$ cat src/hdl/tgp_pkg.sv
// tile grid placement shared types and constants
// no dependencies
package tgp_pkg;

  // configuration register indexes
  localparam logic [0:0] REG_GRID_COLS = 1'b0;
  localparam logic [0:0] REG_GRID_ROWS = 1'b1;

  // one stored tile record
  typedef struct packed {
    logic [7:0] tag;
    logic [4:0] row;
    logic [3:0] col;
    logic [4:0] rspan;
    logic [3:0] cspan;
  } tile_t;

  // front to back command
  typedef struct packed {
    logic       go;
    logic [6:0] count;
  } list_cmd_t;

endpackage

$ cat src/hdl/tgp_front.sv
// front part: loads tiles into the tile store and hands a list to the back part
// depends on tgp_pkg
module tgp_front #(
  parameter int MAX_TILES = 16
) (
  input  logic             clk,
  input  logic             rst,
  input  logic             take,
  input  logic [7:0]       tile_tag,
  input  logic             tile_active,
  input  logic [4:0]       want_row,
  input  logic [3:0]       want_col,
  input  logic [4:0]       row_span,
  input  logic [3:0]       col_span,
  input  logic             last_tile,
  output logic             wr_en,
  output logic [$clog2(MAX_TILES+1)-1:0] wr_addr,
  output tgp_pkg::tile_t   wr_data,
  output tgp_pkg::list_cmd_t cmd
);
  import tgp_pkg::*;
  localparam int CW = $clog2(MAX_TILES+1);
  logic [CW-1:0] count;

  // normalize spans of zero
  always_comb begin
    wr_data.tag   = tile_tag;
    wr_data.row   = want_row;
    wr_data.col   = want_col;
    wr_data.rspan = (row_span == 5'd0) ? 5'd1 : row_span;
    wr_data.cspan = (col_span == 4'd0) ? 4'd1 : col_span;
  end

  assign wr_en   = take && tile_active && (count < CW'(MAX_TILES));
  assign wr_addr = count;

  // fill count and list hand-off
  always_ff @(posedge clk) begin
    if (rst) begin
      count <= '0;
      cmd   <= '0;
    end else begin
      cmd.go <= 1'b0;
      if (take) begin
        if (last_tile) begin
          cmd.go    <= 1'b1;
          cmd.count <= 7'(count + CW'(wr_en));
          count     <= '0;
        end else if (wr_en) begin
          count <= count + 1'b1;
        end
      end
    end
  end
endmodule

$ cat src/hdl/tgp_back.sv
// back part: sizes the grid and places stored tiles over the occupancy map
// depends on tgp_pkg
module tgp_back #(
  parameter int MAX_TILES = 16,
  parameter int MAX_COLS  = 8,
  parameter int MAX_ROWS  = 16
) (
  input  logic               clk,
  input  logic               rst,
  input  tgp_pkg::list_cmd_t cmd,
  input  logic [3:0]         cols_set,
  input  logic [4:0]         rows_set,
  input  tgp_pkg::tile_t     tiles [MAX_TILES],
  output logic               busy,
  output logic               strobe,
  output logic [7:0]         out_tag,
  output logic [3:0]         out_row,
  output logic [2:0]         out_col,
  output logic [4:0]         out_row_span,
  output logic [3:0]         out_col_span,
  output logic [3:0]         grid_cols,
  output logic [4:0]         grid_rows,
  output logic               no_room,
  output logic               last_out
);
  import tgp_pkg::*;
  localparam int TW = (MAX_TILES > 1) ? $clog2(MAX_TILES) : 1;
  localparam int RW = (MAX_ROWS > 1) ? $clog2(MAX_ROWS) : 1;

  typedef enum logic [6:0] {
    S_IDLE  = 7'b0000001,
    S_SQRT  = 7'b0000010,
    S_DIV   = 7'b0000100,
    S_GROW  = 7'b0001000,
    S_CLEAR = 7'b0010000,
    S_EXPL  = 7'b0100000,
    S_AUTO  = 7'b1000000
  } state_t;

  state_t state;
  logic [6:0] n;
  logic [7:0] cols, rows;
  logic [7:0] acc;
  logic [TW:0] idx;
  logic [RW:0] r;
  logic [7:0]  c;
  logic [MAX_TILES-1:0] defer;
  logic [MAX_COLS-1:0]  occ [MAX_ROWS];
  logic [RW:0] clr;

  tile_t t;
  logic [7:0] cs, rs, wr, wc;
  logic [MAX_COLS-1:0] mask;
  logic fits;

  assign t    = tiles[idx[TW-1:0]];
  assign rs   = 8'(t.rspan);
  assign cs   = (8'(t.cspan) > cols) ? cols : 8'(t.cspan);
  assign wr   = 8'(signed'(t.row));
  assign wc   = 8'(signed'(t.col));

  // area test at position (pr, pc); rows checked in parallel
  function automatic logic area_ok(input logic [7:0] pr, input logic [7:0] pc);
    logic ok;
    logic [MAX_COLS-1:0] m;
    ok = 1'b1;
    m = MAX_COLS'(((64'd1 << cs) - 64'd1) << pc);
    if (pr[7] || pc[7] || 9'(pr) + 9'(rs) > 9'(MAX_ROWS) || 9'(pc) + 9'(cs) > 9'(cols))
      ok = 1'b0;
    else
      for (int i = 0; i < MAX_ROWS; i++)
        if (i >= 32'(pr) && i < 32'(pr) + 32'(rs) && (occ[i] & m) != '0) ok = 1'b0;
    return ok;
  endfunction

  logic [7:0] pr, pc;
  always_comb begin
    pr = (state == S_EXPL) ? wr : 8'(r);
    pc = (state == S_EXPL) ? wc : c;
    mask = MAX_COLS'(((64'd1 << cs) - 64'd1) << pc);
    fits = area_ok(pr, pc);
  end

  logic more_idx;
  assign more_idx = (8'(idx) + 8'd1) < 8'(n);

  // explicit position taken as asked, and last deferred tile in the first-fit pass
  logic exp_ok;
  logic auto_last;
  assign exp_ok    = !wr[7] && !wc[7] && fits;
  assign auto_last = (defer & ~(MAX_TILES'(1) << idx[TW-1:0])) == '0;

  assign busy = (state != S_IDLE);

  // sequencer: sizing, clear sweep, explicit pass, first-fit pass
  always_ff @(posedge clk) begin
    if (rst) begin
      state  <= S_IDLE;
      strobe <= 1'b0;
    end else begin
      strobe <= 1'b0;
      case (state)
        S_IDLE: begin
          if (cmd.go && cmd.count != '0) begin
            n     <= cmd.count;
            cols  <= 8'd1;
            state <= (cols_set != 4'd0) ? S_DIV : S_SQRT;
            if (cols_set != 4'd0)
              cols <= (8'(cols_set) > 8'(MAX_COLS)) ? 8'(MAX_COLS) : 8'(cols_set);
            rows  <= 8'd0;
            acc   <= 8'd0;
          end
        end
        S_SQRT: begin
          if (16'(cols) * 16'(cols) < 16'(n)) cols <= cols + 8'd1;
          else begin
            if (cols > 8'(MAX_COLS)) cols <= 8'(MAX_COLS);
            state <= S_DIV;
          end
        end
        S_DIV: begin
          // rows_set if nonzero, else ceil(n/cols) by repeated addition
          if (rows_set != 5'd0) begin
            rows  <= (8'(rows_set) > 8'(MAX_ROWS)) ? 8'(MAX_ROWS) : 8'(rows_set);
            idx   <= '0;
            state <= S_GROW;
          end else if (acc < 8'(n)) begin
            acc  <= acc + cols;
            rows <= rows + 8'd1;
          end else begin
            if (rows > 8'(MAX_ROWS)) rows <= 8'(MAX_ROWS);
            idx   <= '0;
            state <= S_GROW;
          end
        end
        S_GROW: begin
          if (!wc[7] && wc + 8'(t.cspan) > cols) cols <= wc + 8'(t.cspan);
          if (!wr[7] && wr + rs > rows) rows <= wr + rs;
          if (more_idx) idx <= idx + 1'b1;
          else begin
            clr   <= '0;
            state <= S_CLEAR;
          end
        end
        S_CLEAR: begin
          if (cols > 8'(MAX_COLS)) cols <= 8'(MAX_COLS);
          if (rows > 8'(MAX_ROWS)) rows <= 8'(MAX_ROWS);
          occ[clr[RW-1:0]] <= '0;
          if (32'(clr) == MAX_ROWS - 1) begin
            idx   <= '0;
            defer <= '0;
            state <= S_EXPL;
          end else clr <= clr + 1'b1;
        end
        S_EXPL: begin
          if (exp_ok) begin
            for (int i = 0; i < MAX_ROWS; i++)
              if (i >= 32'(wr) && i < 32'(wr) + 32'(rs)) occ[i] <= occ[i] | mask;
            strobe       <= 1'b1;
            out_tag      <= t.tag;
            out_row      <= 4'(wr);
            out_col      <= 3'(wc);
            out_row_span <= t.rspan;
            out_col_span <= 4'(cs);
            grid_cols    <= 4'(cols);
            grid_rows    <= 5'(rows);
            no_room      <= 1'b0;
            last_out     <= !more_idx && (defer == '0);
          end else defer[idx[TW-1:0]] <= 1'b1;
          r <= '0;
          c <= '0;
          if (more_idx) idx <= idx + 1'b1;
          else begin
            idx   <= '0;
            // nothing deferred: the list ends here
            state <= (exp_ok && defer == '0) ? S_IDLE : S_AUTO;
          end
        end
        S_AUTO: begin
          if (!defer[idx[TW-1:0]]) begin
            if (more_idx) idx <= idx + 1'b1;
            else state <= S_IDLE;
          end else if (fits || 9'(r) + 9'(rs) > 9'(MAX_ROWS)) begin
            if (fits)
              for (int i = 0; i < MAX_ROWS; i++)
                if (i >= 32'(r) && i < 32'(r) + 32'(rs)) occ[i] <= occ[i] | mask;
            defer[idx[TW-1:0]] <= 1'b0;
            strobe       <= 1'b1;
            out_tag      <= t.tag;
            out_row      <= fits ? 4'(r) : 4'd0;
            out_col      <= fits ? 3'(c) : 3'd0;
            out_row_span <= t.rspan;
            out_col_span <= 4'(cs);
            grid_cols    <= 4'(cols);
            grid_rows    <= 5'(rows);
            no_room      <= !fits;
            last_out     <= auto_last;
            r <= '0;
            c <= '0;
            if (more_idx && !auto_last) idx <= idx + 1'b1;
            else state <= S_IDLE;
          end else if (c + cs + 8'd1 <= cols) c <= c + 8'd1;
          else begin
            c <= '0;
            r <= r + 1'b1;
          end
        end
        default: state <= S_IDLE;
      endcase
    end
  end

`ifndef SYNTHESIS
  a_strobe_busy: assert property (@(posedge clk) disable iff (rst)
    strobe |-> $past(busy)) else $error("result outside a list");
  a_idle_quiet: assert property (@(posedge clk) disable iff (rst)
    (state == S_IDLE) |=> !strobe) else $error("result from idle");
  a_last_ends: assert property (@(posedge clk) disable iff (rst)
    (strobe && last_out) |-> (state == S_IDLE)) else $error("last result not final");
`endif
endmodule

$ cat src/hdl/tile_grid_placement_core.sv
// tiles load one per cycle while busy is low; after the last tile the grid is sized,
// the occupancy map is cleared row by row, then explicit tiles are placed as asked
// and deferred tiles are placed first-fit by probing positions in turn.
// busy is high from the cycle after the last tile until the final result.
// results cannot be stalled; synchronous reset clears control, fill count and config
module tile_grid_placement_core #(
  parameter int MAX_TILES = 16,
  parameter int MAX_COLS  = 8,
  parameter int MAX_ROWS  = 16
) (
  input  logic       clk,
  input  logic       rst,
  input  logic       start,
  output logic       busy,
  input  logic       cfg_we,
  input  logic [0:0] cfg_index,
  input  logic [4:0] cfg_data,
  input  logic [7:0] tile_tag,
  input  logic       tile_active,
  input  logic [4:0] want_row,
  input  logic [3:0] want_col,
  input  logic [4:0] row_span,
  input  logic [3:0] col_span,
  input  logic       last_tile,
  output logic       strobe,
  output logic [7:0] out_tag,
  output logic [3:0] out_row,
  output logic [2:0] out_col,
  output logic [4:0] out_row_span,
  output logic [3:0] out_col_span,
  output logic [3:0] grid_cols,
  output logic [4:0] grid_rows,
  output logic       no_room,
  output logic       last_out
);
  import tgp_pkg::*;
  localparam int CW = $clog2(MAX_TILES+1);
  localparam int TW = (MAX_TILES > 1) ? $clog2(MAX_TILES) : 1;

  logic [3:0] cols_set;
  logic [4:0] rows_set;
  logic wr_en;
  logic [CW-1:0] wr_addr;
  tile_t wr_data;
  list_cmd_t cmd;
  tile_t tiles [MAX_TILES];
  logic back_busy;

  // configuration registers
  always_ff @(posedge clk) begin
    if (rst) begin
      cols_set <= '0;
      rows_set <= '0;
    end else if (cfg_we) begin
      if (cfg_index == REG_GRID_COLS) cols_set <= cfg_data[3:0];
      else rows_set <= cfg_data;
    end
  end

  assign busy = back_busy || cmd.go;

  // tile store
  always_ff @(posedge clk) begin
    if (wr_en) tiles[wr_addr[TW-1:0]] <= wr_data;
  end

  tgp_front #(.MAX_TILES(MAX_TILES)) u_front (
    .clk, .rst, .take(start && !busy), .tile_tag, .tile_active, .want_row, .want_col,
    .row_span, .col_span, .last_tile, .wr_en, .wr_addr, .wr_data, .cmd
  );

  tgp_back #(.MAX_TILES(MAX_TILES), .MAX_COLS(MAX_COLS), .MAX_ROWS(MAX_ROWS)) u_back (
    .clk, .rst, .cmd, .cols_set, .rows_set, .tiles, .busy(back_busy), .strobe,
    .out_tag, .out_row, .out_col, .out_row_span, .out_col_span, .grid_cols,
    .grid_rows, .no_room, .last_out
  );
endmodule
$ cat config.mk
export PLATFORM = sky130hd
export DESIGN_NAME = tile_grid_placement_core
export DESIGN_NICKNAME = d
export VERILOG_FILES = /design/src/hdl/tgp_pkg.sv /design/src/hdl/tgp_front.sv /design/src/hdl/tgp_back.sv /design/src/hdl/tile_grid_placement_core.sv
export SDC_FILE = /design/constraint.sdc
export NUM_CORES = 1
export LEC_CHECK = 0
export BUFFER_PORTS_ARGS = -buffer_cell sky130_fd_sc_hd__buf_2
export CORE_MARGIN = 3
export CORE_UTILIZATION = 49
export DETAILED_ROUTE_END_ITERATION = 16
export GPL_ROUTABILITY_DRIVEN = 0
export GPL_TIMING_DRIVEN = 0
export PLACE_DENSITY = 0.67
export SLEW_MARGIN = 20
export SYNTH_ARGS = -nofsm -noshare
export SYNTH_HDL_FRONTEND = slang
export SYNTH_SLANG_ARGS = --single-unit
export TNS_END_PERCENT = 10
$ cat constraint.sdc
create_clock -name clk -period 8.2 [get_ports clk]
set_clock_uncertainty 0.05 [all_clocks]
set_input_delay 0.41 -clock clk [delete_from_list [all_inputs] [get_ports clk]]
set_output_delay 0.41 -clock clk [all_outputs]
set_load 0.03 [all_outputs]
* After elaboration in Yosys (flattened, before gate mapping)
Memories as Yosys holds them, arrays and structs flattened.
Index checks and enable logic that the tools add are counted.
** Word-level totals
- Bits in registers :: 551
- Bits in writable memories :: 128
- Bits of input ports :: 38
- Output and inout bits :: 37
- Logic and storage cells :: 817
- Memories :: 1
** Memory list
- u_back.occ :: words 16, bits a word 8, read ports 16, clocked after Yosys merged registers in 0, wr ports 16, RTL line tgp_back.sv:48 : logic [MAX_COLS-1:0] occ [MAX_ROWS];
** Operators by class
- $add $sub $neg :: 21
- $mul :: 1
- Order comparisons :: 116
- Equality and inequality tests :: 29
- Shifts and indexed selects :: 3
- Muxes and demuxes :: 347
- Bitwise logic cells :: 58
- Reduce and logical (&&, ||, !) cells :: 136
** Operator list (count)
- 4-bit by 32-bit less-than comparator with 1-bit output, first input constant :: 24
- 416-bit bitwise mux :: 1
- 3-bit by 32-bit less-than comparator with 1-bit output, first input constant :: 12
- 8-bit two-way mux :: 39
- 1-bit two-way mux :: 224
- 1-bit by 32-bit less-than comparator with 1-bit output, first input constant :: 6
- 2-bit by 32-bit less-than comparator with 1-bit output, first input constant :: 6
- 8-bit AND :: 16
- 4-bit by 8-bit >= comparator with 1-bit output, first input constant :: 16
- 8-bit bitwise OR :: 16
- 8-bit nonzero test :: 16
- 5-bit two-way mux :: 23
- 26-bit binary-select mux with 4-bit select :: 1
- 26-bit demux with 4-bit select :: 1
- 7-bit two-way mux :: 12
- 26-bit two-way mux :: 3
- 1-bit logical AND :: 77
- 3-bit by 8-bit >= comparator with 1-bit output, first input constant :: 8
- 16-bit two-way mux :: 4
- 8-bit case mux with 4 select lines :: 2
- 1-bit by 8-bit left shift with 64-bit output, first input constant :: 1
- 64-bit by 8-bit left shift with 8-bit output :: 1
- 64-bit by 1-bit subtractor with 64-bit output, second input constant :: 1
- 4-bit two-way mux :: 13
- other kinds (82) :: 188

* Depth between registers and ports, before layout
Gate-level depths: netlist of run 1.
- Word-level depth :: 38
- Gate-level depth with buffers :: 36
- Gate-level depth less buffers :: 31

* By module
From an unflattened synthesis of run 1, not the netlist that was laid out.
** Unflattened totals
- Cell total of the unflattened synthesis :: 2760
- Area, all modules :: 35632.9 µm²
** Modules (own cells, without submodules)
- tgp_back :: times used 1, cells an instance 2180, area each 21797.2 µm², sequential area each 7156.9 µm²
- tile_grid_placement_core :: times used 1, cells an instance 485, area each 13053.8 µm², sequential area each 12672.2 µm²
- tgp_front :: times used 1, cells an instance 95, area each 782.0 µm², sequential area each 240.2 µm²

* Least setup slack after synthesis of run 1
OpenSTA, ideal clock, no wires.
- Path kind :: register -> register
- Start :: register u_back.idx[1]
- End :: register u_back.grid_cols[0], enable pin
- Setup time :: 394 ps
- Arrival :: 7338 ps
- Slack :: 417 ps
- Cell stages (with the launch flop) :: 33
- Buffers on the path :: 3
- Clock period less this slack :: 7783 ps
- Cells stage by stage :: edfxtp_1 buf_4 mux4_2 mux2i_1 mux2i_1 ha_1 nor2b_1 o211a_1 o21ai_2 mux2i_4 inv_2 nor2_1 nor2_1 ha_1 o21a_1 o21a_1 o21a_1 nor2_1 ha_1 o21a_1 o21a_1 o21a_1 o21a_1 o22ai_1 nand4_1 a41o_1 a2111oi_0 nand4_1 a311o_1 buf_6 buf_6 a31oi_1 o21a_1
** Between the ends
- Longest elaborated chain between the ends :: 32
** RTL lines
- from (decl) :: RTL line tgp_back.sv:44 : logic [TW:0] idx;
- from (signal assigned) :: RTL line tgp_back.sv:139 : if (more_idx) idx <= idx + 1'b1;
- from (signal assigned) :: RTL line tgp_back.sv:172 : if (more_idx) idx <= idx + 1'b1;
- from (signal assigned) :: RTL line tgp_back.sv:181 : if (more_idx) idx <= idx + 1'b1;
- 4-bit NOT with 5-bit output (not written as such) * :: RTL line tgp_back.sv:56 : assign t = tiles[idx[TW-1:0]];
- 26-bit binary-select mux with 4-bit select * :: RTL line tgp_back.sv:56
- 26-bit two-way mux (not written as such) * (2 in series) :: RTL line tgp_back.sv:56
- 4-bit by 8-bit > comparator with 1-bit output :: RTL line tgp_back.sv:58 : assign cs = (8'(t.cspan) > cols) ? cols : 8'(t.cspan);
- 8-bit two-way mux * :: RTL line tgp_back.sv:58
- named net u_back.cs[1] :: RTL line tgp_back.sv:52 : logic [7:0] cs, rs, wr, wc;
- 1-bit by 8-bit left shift with 64-bit output :: RTL line tgp_back.sv:67 : m = MAX_COLS'(((64'd1 << cs) - 64'd1) << pc);
- 64-bit by 1-bit subtractor with 64-bit output :: RTL line tgp_back.sv:67
- 64-bit by 8-bit left shift with 8-bit output :: RTL line tgp_back.sv:67
- 8-bit AND :: RTL line tgp_back.sv:72 : if (i >= 32'(pr) && i < 32'(pr) + 32'(rs) && (occ[i] & m) != '0) ok = 1'b0;
- 8-bit nonzero test :: RTL line tgp_back.sv:72
- 1-bit logical AND :: RTL line tgp_back.sv:72
- 1-bit two-way mux (16 in series) :: RTL line tgp_back.sv:72
- 1-bit two-way mux * :: RTL line tgp_back.sv:68 : if (pr[7] || pc[7] || 9'(pr) + 9'(rs) > 9'(MAX_ROWS) || 9'(pc) + 9'(cs) > 9'(cols))
- 1-bit logical AND / 1-bit logical OR (equally long branches) :: RTL line tgp_back.sv:90, tgp_back.sv:183
- 2-bit by 1-bit inequality test with 1-bit output (no source line)
- 5-bit AND reduction (no source line) *
- to (signal assigned) :: RTL line tgp_back.sv:165 : grid_cols <= 4'(cols);
- to (signal assigned) :: RTL line tgp_back.sv:194 : grid_cols <= 4'(cols);
- to (decl) :: RTL line tgp_back.sv:21 : output logic [3:0] grid_cols,
Mark *: on every way through the listed nets, which the timed path passes. The rest lies on a longest branch. The select of a mux whose other input is x is not followed.
A chain may end at the register's enable or synchronous reset.

==> results of run 1 <==
-- critical path, cell delays in order, from the launching register on --
cell	delay [ns]
sky130_fd_sc_hd__edfxtp_1	0.41
sky130_fd_sc_hd__buf_12	0.18
sky130_fd_sc_hd__buf_4	0.24
sky130_fd_sc_hd__buf_6	0.21
sky130_fd_sc_hd__buf_2	0.30
sky130_fd_sc_hd__buf_1	0.44
sky130_fd_sc_hd__clkdlybuf4s18_2	0.60
sky130_fd_sc_hd__mux4_2	0.39
sky130_fd_sc_hd__mux4_2	0.65
sky130_fd_sc_hd__ha_1	0.30
sky130_fd_sc_hd__fa_1	0.43
sky130_fd_sc_hd__a21o_1	0.19
sky130_fd_sc_hd__a21oi_1	0.21
sky130_fd_sc_hd__xnor2_1	0.24
sky130_fd_sc_hd__nand2b_1	0.33
sky130_fd_sc_hd__nor2_2	0.12
sky130_fd_sc_hd__nor3_1	0.35
sky130_fd_sc_hd__nand3_1	0.24
sky130_fd_sc_hd__a31oi_1	0.30
sky130_fd_sc_hd__nor3_1	0.11
sky130_fd_sc_hd__nand4_1	0.11
sky130_fd_sc_hd__a311o_1	0.21
sky130_fd_sc_hd__buf_6	0.17
sky130_fd_sc_hd__buf_6	0.18
sky130_fd_sc_hd__nand3_1	0.28
sky130_fd_sc_hd__and3_4	0.42
-- metrics by stage --
stage	utilization [%]	TNS (ns)	instance area [um^2]
2_1_floorplan	-	0	34800
3_3_place_gp	52.3	-533.77	36300
3_5_place_dp	53.1	-557.99	36900
4_1_cts	57.0	0	39600
5_1_grt	57.5	-1.54	39900
6_report	57.5	0	39900
-- logic make-up (layout without fill, tap and decap cells) --
group                    Yosys count  in the layout  synth area share [%]
multiplexers                     172            172                  9.14
AND/OR/NAND/NOR                  650            650                  8.97
other                              1              7                0.0108
XOR/XNOR                          69             69                  1.74
flip-flops                       677            677                  57.7
adder cells (fa/ha/maj)          181            181                  7.19
buffers and inverters            242            499                  2.88
AO/OA/AOI/OAI                    605            605                  12.4
-- layout by cell type (no fill, tap or decap), drive strengths merged, types with 14 or more instances in the layout --
cell type  Yosys  layout
edfxtp       648     648
nor2         232     232
clkbuf        82     164
buf           42     162
ha           150     150
nand2        147     147
a21oi        135     135
o21a         125     125
inv          113     115
mux4         113     113
o21ai         82      82
nand3         63      63
xnor2         45      45
a21o          45      45
nor3          45      45
clkinv         5      40
mux2i         38      38
fa            31      31
dfxtp         29      29
nor2b         27      27
nand2b        25      25
xor2          24      24
a31oi         23      23
a221oi        22      22
mux2          21      21
and3          20      20
nor4          18      18
a22oi         18      18
a222oi        17      17
o22ai         15      15
nand4         14      14
-- worst max path at each step --
| stage | from | endpoint | slack [ns] | cells past startpoint |
|---|---|---|---|---|
| 2_1_floorplan | u_back.idx[1] | u_back.grid_cols[0] | 0.42 | 32 |
| 3_5_place_dp | u_back.idx[0] | u_back.defer[0] | -2.16 | 25 |
| 3_3_place_gp | u_back.idx[0] | u_back.out_tag[7] | -3.28 | 25 |
| 4_1_cts | u_back.idx[1] | u_back.out_row_span[4] | 0.02 | 33 |
| 6_report | u_back.idx[1] | u_back.defer[14] | 0.23 | 25 |
| 5_1_grt | u_back.idx[1] | u_back.grid_rows[2] | -0.05 | 26 |
-- area by class of cell --
type | instances | area [um^2]
buffer | 122 | 659
clock buffer | 83 | 1840
clock inverter | 48 | 537
fill | 5542 | 29500
inverter | 118 | 447
multi-input combinational | 1684 | 14100
sequential | 677 | 20000
tap | 931 | 1160
timing repair buffer | 128 | 1060
-- state kept, by name, summed over array words and instances, names as in the netlist, 7 cells and up --
| register | flops |
|---|---|
| u_back.acc | 8 |
| u_front.cmd | 7 |
| u_back.rows | 8 |
| u_back.defer | 16 |
| u_back.c | 8 |
| u_back.cols | 8 |
| tiles | 416 |
| u_back.state | 7 |
| u_back.out_tag | 8 |
| u_back.occ | 128 |
-- cells in the mapped netlist, types with 7 or more instances --
cell type | number | share of area, %
sky130_fd_sc_hd__a2111oi_0 | 7 | 0.18
sky130_fd_sc_hd__a211oi_1 | 12 | 0.26
sky130_fd_sc_hd__a21o_1 | 45 | 0.97
sky130_fd_sc_hd__a21oi_1 | 128 | 1.8
sky130_fd_sc_hd__a21oi_4 | 7 | 0.33
sky130_fd_sc_hd__a221oi_1 | 22 | 0.55
sky130_fd_sc_hd__a222oi_1 | 17 | 0.49
sky130_fd_sc_hd__a22oi_1 | 18 | 0.39
sky130_fd_sc_hd__a31oi_1 | 23 | 0.41
sky130_fd_sc_hd__and2_1 | 13 | 0.23
sky130_fd_sc_hd__and3_1 | 20 | 0.36
sky130_fd_sc_hd__buf_1 | 13 | 0.14
sky130_fd_sc_hd__buf_2 | 18 | 0.26
sky130_fd_sc_hd__buf_6 | 7 | 0.23
sky130_fd_sc_hd__clkbuf_1 | 81 | 0.88
sky130_fd_sc_hd__dfxtp_1 | 29 | 1.7
sky130_fd_sc_hd__edfxtp_1 | 648 | 56
sky130_fd_sc_hd__fa_1 | 31 | 1.8
sky130_fd_sc_hd__ha_1 | 150 | 5.4
sky130_fd_sc_hd__inv_1 | 108 | 1.2
sky130_fd_sc_hd__mux2_2 | 21 | 0.68
sky130_fd_sc_hd__mux2i_1 | 37 | 1.1
sky130_fd_sc_hd__mux4_2 | 113 | 7.3
sky130_fd_sc_hd__nand2_1 | 147 | 1.6
sky130_fd_sc_hd__nand2b_1 | 25 | 0.45
sky130_fd_sc_hd__nand3_1 | 63 | 0.91
sky130_fd_sc_hd__nand3b_1 | 10 | 0.22
sky130_fd_sc_hd__nand4_1 | 13 | 0.23
sky130_fd_sc_hd__nor2_1 | 226 | 2.4
sky130_fd_sc_hd__nor2b_1 | 27 | 0.49
sky130_fd_sc_hd__nor3_1 | 43 | 0.62
sky130_fd_sc_hd__nor4_1 | 17 | 0.31
sky130_fd_sc_hd__o211ai_1 | 11 | 0.24
sky130_fd_sc_hd__o21a_1 | 124 | 2.7
sky130_fd_sc_hd__o21ai_0 | 76 | 1.1
sky130_fd_sc_hd__o21bai_1 | 11 | 0.24
sky130_fd_sc_hd__o22ai_1 | 15 | 0.27
sky130_fd_sc_hd__o31ai_1 | 8 | 0.17
sky130_fd_sc_hd__or2_2 | 9 | 0.16
sky130_fd_sc_hd__or3_1 | 7 | 0.13
sky130_fd_sc_hd__xnor2_1 | 45 | 1.1
sky130_fd_sc_hd__xor2_1 | 24 | 0.61
-- timing repair --
action / 4_1_cts / 5_1_grt
setup endpoints to repair: 350 / 305
pin swaps: 2 / 10
endpoints found under the hold margin: 9 / 0
resized for setup: 65 / 66
buffers inserted: 4 / 11
hold buffers: 5 / 0
gates cloned: 0 / 2
-- routing by layer --
layer  vias to the layer above  part of all wire (%)  global-route usage (%)
met1                     11800                    40                    34.1
met5                         -                 0.041                       0
met2                      1172                    48                    41.8
met3                       196                   8.1                    4.70
li1                      10500                     -                       -
met4                         6                   3.3                    8.29
-- report_power, final --
group	switching (mW)	internal, mW
Combinational	1.45	1.02
Clock	1.40	1.86
Sequential	0.0712	3.87
Total	2.93	6.75
==> metrics.log, run 1 <==
INFO  metric initial_antenna_violation_count = 7
INFO  metric antenna_left = 0
INFO  metric first_global_vias = 23.2k
INFO  metric worst_slew_pin_slew = 1.12 ns
INFO  metric ys_warn_count = 0
INFO  metric clkTransAtPathRegs = 0.06 ns
INFO  metric ys_seq_area_share = 57.7%
INFO  metric max_clock_freq = 126 MHz
INFO  metric drt_pre_antenna_iters = 8
INFO  metric placement.io_buffers = 74
INFO  metric grt_pass1_wl = 142 mm
INFO  metric antenna_cells = 0
INFO  metric grtUsageTotal = 25.3%
INFO  metric r2r-start = u_back.idx[1]
INFO  metric tritoncts.num_buffers = 72
INFO  metric reg2regPathDepth = 25
INFO  metric power_per_cell_area = 243 mW/mm^2
INFO  metric floorplan.initialDensity = 50.0%
INFO  metric relSlewSlack = 24.9%
INFO  metric globalRouteOverflowTotal = 0
INFO  metric origin_of_the_worst_min_delay_path = row_span[0]
INFO  metric worst-r2r-setup-slack = 0.23 ns
INFO  metric synth.ff_latch_count = 677
INFO  metric clkSinkCount = 677
INFO  metric timing.final.crit_share = 97.1%
INFO  metric synth.distinct_cells = 97
INFO  metric drt_wl_total = 95.2 mm
INFO  metric cts_root_buffer = sky130_fd_sc_hd__clkbuf_16
INFO  metric stdcell_count = 3791
INFO  metric ioPinCount = 75
INFO  metric synth_area = 0.0347 mm^2
INFO  metric min_delay_path_class = in2reg
INFO  metric synth.avg_cell_area = 13.4 um^2
INFO  metric tritoncts = done
INFO  metric pre_cts_slack = -2.16 ns
INFO  metric dieArea = 0.0741 mm^2
INFO  metric drt-vias-per-instance = 6.24
INFO  metric std_cell_rows = 96
INFO  metric timing_worst_setup_path_type = reg2reg
INFO  metric cap_violations = 0
INFO  metric share_of_final_layout_standard_cells_stronger_than_drive_strength_1 = 18.3%
INFO  metric cellLeakagePower = 13.7 nW
INFO  metric hold_path_depth = 3
INFO  metric vdd_ir_drop_max = 0.000196 V
INFO  metric post_placement_cell_count = 3640
INFO  metric drt-initial-drc-count = 2656
INFO  metric wl_per_cell = 25.1 um
INFO  metric vias = 23.7k
INFO  metric worst_ep_required_time = 8.52 ns
INFO  metric die_h = 272 um
INFO  metric grt_max_degree = 23
INFO  metric synth_async_sr_flop_share = 0%
INFO  metric timing.final.setup_violations = 0
INFO  metric ctsLongestPathBuffers = 3
INFO  metric report.final.slew_viol_count = 0
INFO  metric number_of_enable_flip_flop_cells_after_synthesis = 648
INFO  metric crit_arrival = 8.29 ns
INFO  metric run_status = finished, final reports clean
INFO  metric critical_path.startpoint_type = flip-flop
INFO  metric route.detailed.drc = 0
INFO  metric cts-htree-levels = 3
INFO  metric finalNetCount = 3022
INFO  metric core_region_area = 0.0694 mm^2
INFO  metric dominantRegCellSynth = sky130_fd_sc_hd__edfxtp_1
INFO  metric hold_end = tiles[238]
INFO  metric path_max_fanout = 16
INFO  metric layout-area-overhead-vs-synth = 14.9%
INFO  metric timing.final.hold_violations = 0
INFO  metric final_critical_path_setup_slack = 0.234 ns
INFO  metric hpwl_detailed = 66.7 mm
INFO  metric die-width = 272 um
INFO  metric synthesis.instances = 2597
INFO  metric fin_crit = 7.97 ns
INFO  metric endpoint_kind = flip-flop
INFO  metric timing.rr.end = u_back.defer[14]
INFO  metric clkLatencyLatePin = 0.65 ns
INFO  metric post-layout-total-power = 9.68 mW
INFO  metric timing.hold.ws = 0.0268 ns
No activity file was read; power rests on OpenSTA's default activity.
==> run 2: changes to the inputs <==
- ABC_AREA: unset -> 1
- PLACE_DENSITY: 0.67 -> unset
- clock period: 8.2 -> 10.2 ns (I/O delays scaled with it)
==> run 2 against run 1 <==
Clock power decreased by 17%. Die area increased by 5.0%. Critical path type unchanged. Combinational power decreased by 24%. Routed wire length increased by 8.2%. Sequential share of layout area decreased by 1.4 points. Via count increased by 17%. Cell count increased by 32%. Fmax decreased by 6.3%. Core utilization decreased by 1.5 points. Count of clock-buffer cells in the layout increased by 17. Highest routed layer unchanged.
==> metrics.log, run 2 <==
INFO  metric crit_family = buffers and inverters
INFO  metric antenna_left = 0
INFO  metric min_delay_path_class = in2reg
INFO  metric synthesis.instances = 3795
INFO  metric synth.ff_latch_count = 677
INFO  metric synthTopCellsByCount = sky130_fd_sc_hd__nand2_1, sky130_fd_sc_hd__edfxtp_1, sky130_fd_sc_hd__nor2_1, sky130_fd_sc_hd__inv_1, sky130_fd_sc_hd__o21ai_0
INFO  metric worst_slew_pin_slew = 1.06 ns
INFO  metric clkTransAtPathRegs = 0.06 ns
INFO  metric cts-htree-levels = 3
INFO  metric dominantRegCellSynth = sky130_fd_sc_hd__edfxtp_1
INFO  metric timing_worst_setup_path_type = reg2reg
INFO  metric cp_slowest_cell = sky130_fd_sc_hd__clkbuf_1
INFO  metric synth_async_sr_flop_share = 0%
INFO  metric crit_arrival = 8.76 ns
INFO  metric worstPathBufferInverterCount = 12
INFO  metric path_max_fanout = 10
INFO  metric placement.io_buffers = 74
INFO  metric critPathMaxStageDelay = 0.69 ns
INFO  metric ys_warn_count = 0
INFO  metric most_used_cell_along_the_critical_path = sky130_fd_sc_hd__nand2_1
INFO  metric ys_seq_area_share = 54.9%
INFO  metric cts_root_buffer = sky130_fd_sc_hd__clkbuf_16
INFO  metric grt_max_degree = 36
INFO  metric worst_ep_required_time = 10.45 ns
INFO  metric wl_per_cell = 20.7 um
INFO  metric count_leader_synth = sky130_fd_sc_hd__nand2_1
INFO  metric grt_setup_unrepaired = no
INFO  metric route.detailed.drc = 0
INFO  metric power_per_cell_area = 189 mW/mm^2
INFO  metric synth.avg_cell_area = 9.62 um^2
INFO  metric share_of_final_layout_standard_cells_stronger_than_drive_strength_1 = 12.4%
INFO  metric dieArea = 0.0778 mm^2
INFO  metric initial_antenna_violation_count = 3
INFO  metric cap_violations = 0
INFO  metric timing.rr.end = u_back.occ[12][3]
INFO  metric timing.final.hold_violations = 0
INFO  metric clkLatencyLatePin = 0.64 ns
INFO  metric r2r-start = u_back.idx[0]
INFO  metric vias = 27.7k
INFO  metric drt-vias-per-instance = 5.56
INFO  metric worst-r2r-setup-slack = 1.69 ns
INFO  metric drt_wl_total = 103 mm
INFO  metric cellLeakagePower = 16.4 nW
INFO  metric setup_total_negative_slack = 0 ns
INFO  metric most_frequent_standard_cell_in_the_layout_excluding_fill_and_tap_cells = sky130_fd_sc_hd__nand2_1
INFO  metric timing.final.setup_violations = 0
INFO  metric clkSinkCount = 677
INFO  metric worst-path-stages = 39
INFO  metric timing.final.crit_share = 83.4%
INFO  metric tritoncts = done
INFO  metric drt-initial-drc-count = 2525
INFO  metric run_status = finished, final reports clean
INFO  metric hold_bufs_inserted_after_cts = 0
INFO  metric finalNetCount = 4192
INFO  metric critical_path.startpoint_type = flip-flop
INFO  metric drt_pre_antenna_iters = 5
INFO  metric number_of_enable_flip_flop_cells_after_synthesis = 648
INFO  metric core_region_area = 0.0733 mm^2
INFO  metric report.final.slew_viol_count = 0
INFO  metric grtUsageTotal = 26.2%
INFO  metric globalRouteOverflowTotal = 0
INFO  metric ioPinCount = 75
INFO  metric vdd_ir_drop_max = 0.000137 V
INFO  metric die_h = 279 um
INFO  metric area_share_of_the_largest_cell_type_after_synthesis = 53.3%
INFO  metric ys_top_cells_by_area = sky130_fd_sc_hd__edfxtp_1, sky130_fd_sc_hd__nand2_1, sky130_fd_sc_hd__nor2_1, sky130_fd_sc_hd__ha_1, sky130_fd_sc_hd__inv_1
INFO  metric hold_end = cols_set[3]
INFO  metric relSlewSlack = 28.8%
INFO  metric grt_pass1_wl = 157 mm
INFO  metric hpwl_detailed = 72.5 mm
INFO  metric max_clock_freq = 118 MHz
INFO  metric endpoint_kind = flip-flop
INFO  metric post-layout-total-power = 7.77 mW
INFO  metric fin_crit = 8.51 ns
INFO  metric max_ffs_per_register = 416
INFO  metric synth_area = 0.0365 mm^2
INFO  metric floorplan.initialDensity = 49.8%
INFO  metric tritoncts.num_buffers = 76
INFO  metric netlist.top_cell.by_area = sky130_fd_sc_hd__edfxtp_1
INFO  metric layout-area-overhead-vs-synth = 12.5%
INFO  metric reg2regPathDepth = 39
INFO  metric ctsLongestPathBuffers = 3
INFO  metric std_cell_rows = 99
INFO  metric cts_repair_resize_count = 0
INFO  metric post-route-util = 56.0%
INFO  metric hold_path_depth = 3
INFO  metric first_global_vias = 26.3k
INFO  metric synth.distinct_cells = 68
INFO  metric post-cts-setup-buffer-count = 0
INFO  metric origin_of_the_worst_min_delay_path = cfg_data[3]
INFO  metric die-width = 279 um
INFO  metric commonest_cells_after_routing_fill_and_taps_aside = sky130_fd_sc_hd__nand2_1, sky130_fd_sc_hd__edfxtp_1, sky130_fd_sc_hd__nor2_1
==> run 2: changes by cell type after synthesis, sizes merged, moves of 27 or more <==
| cell | delta |
|---|---|
| nand2 | +538 |
| nor2 | +392 |
| inv | +342 |
| o21ai | +219 |
| o21a | -121 |
| mux4 | -113 |
| nand3 | +103 |
| o22ai | +69 |
| nand4 | +68 |
| a21o | -44 |
| or2 | +41 |
| mux2i | -38 |
| xnor2 | -30 |
| nor2b | -27 |
==> run 2: where the power goes <==
part	internal [mW]	switching [mW]	total [mW]
Combinational	0.670	1.22	1.89
Clock	1.56	1.15	2.70
Sequential	3.13	0.0525	3.18
==> run 2: logic make-up (layout without fill, tap and decap cells) <==
kind of cell | after synthesis | after routing | share of synthesized area [%]
flops | 677 | 677 | 54.9
xor+xnor | 61 | 61 | 1.46
simple gates | 1668 | 1668 | 20.4
fa+ha+maj | 181 | 181 | 6.84
other cells | 1 | 8 | 0.0103
compound gates | 600 | 600 | 9.52
buf+inv | 607 | 835 | 6.85
==> run 2: tightest hold or removal path, cell delays in order <==
cell and delay [ns]:
sky130_fd_sc_hd__buf_2 0.09, sky130_fd_sc_hd__nor2_1 0.04, sky130_fd_sc_hd__nor2_1 0.08
==> run 2: per-layer routing <==
metal | part of all wire, % | vias up | global-route usage (%)
met5 | 0.033 | - | 0
met4 | 2.6 | 4 | 7.70
met3 | 6.9 | 175 | 4.20
met2 | 47 | 928 | 43.0
met1 | 44 | 13300 | 36.3
li1 | - | 13300 | -
==> run 2: layout make-up <==
class	count	area, um^2
antenna	1	2.50
buffer	147	766
clock buffer	100	2050
clock inverter	34	388
fill	6534	32300
inverter	460	1730
multi-input combinational	2517	14100
sequential	677	20000
tap	959	1200
timing repair buffer	94	758
==> run 2: through the flow <==
stage	hold WS (ns)	setup WS (ns)	area, um^2	instances
after floorplan	0.358	4.01	36500	3801
after global placement	0.362	1.10	38100	4834
after detailed placement	0.369	1.79	38600	4854
after CTS	0.0684	1.76	41100	4988
after global routing	0.0906	1.13	41100	4988
final	0.0950	1.69	41100	4989
==> run 2: worst max path at each step <==
stage                  start  slack (ns)                   to
6_report       u_back.idx[0]        1.69    u_back.occ[12][3]
2_1_floorplan  u_back.idx[0]        4.01  u_back.grid_cols[0]
3_3_place_gp   u_back.idx[0]        1.10  u_back.grid_cols[1]
5_1_grt        u_back.idx[0]        1.13    u_back.occ[12][3]
3_5_place_dp   u_back.idx[0]        1.79    u_back.occ[10][0]
4_1_cts        u_back.idx[0]        1.76      u_back.defer[7]
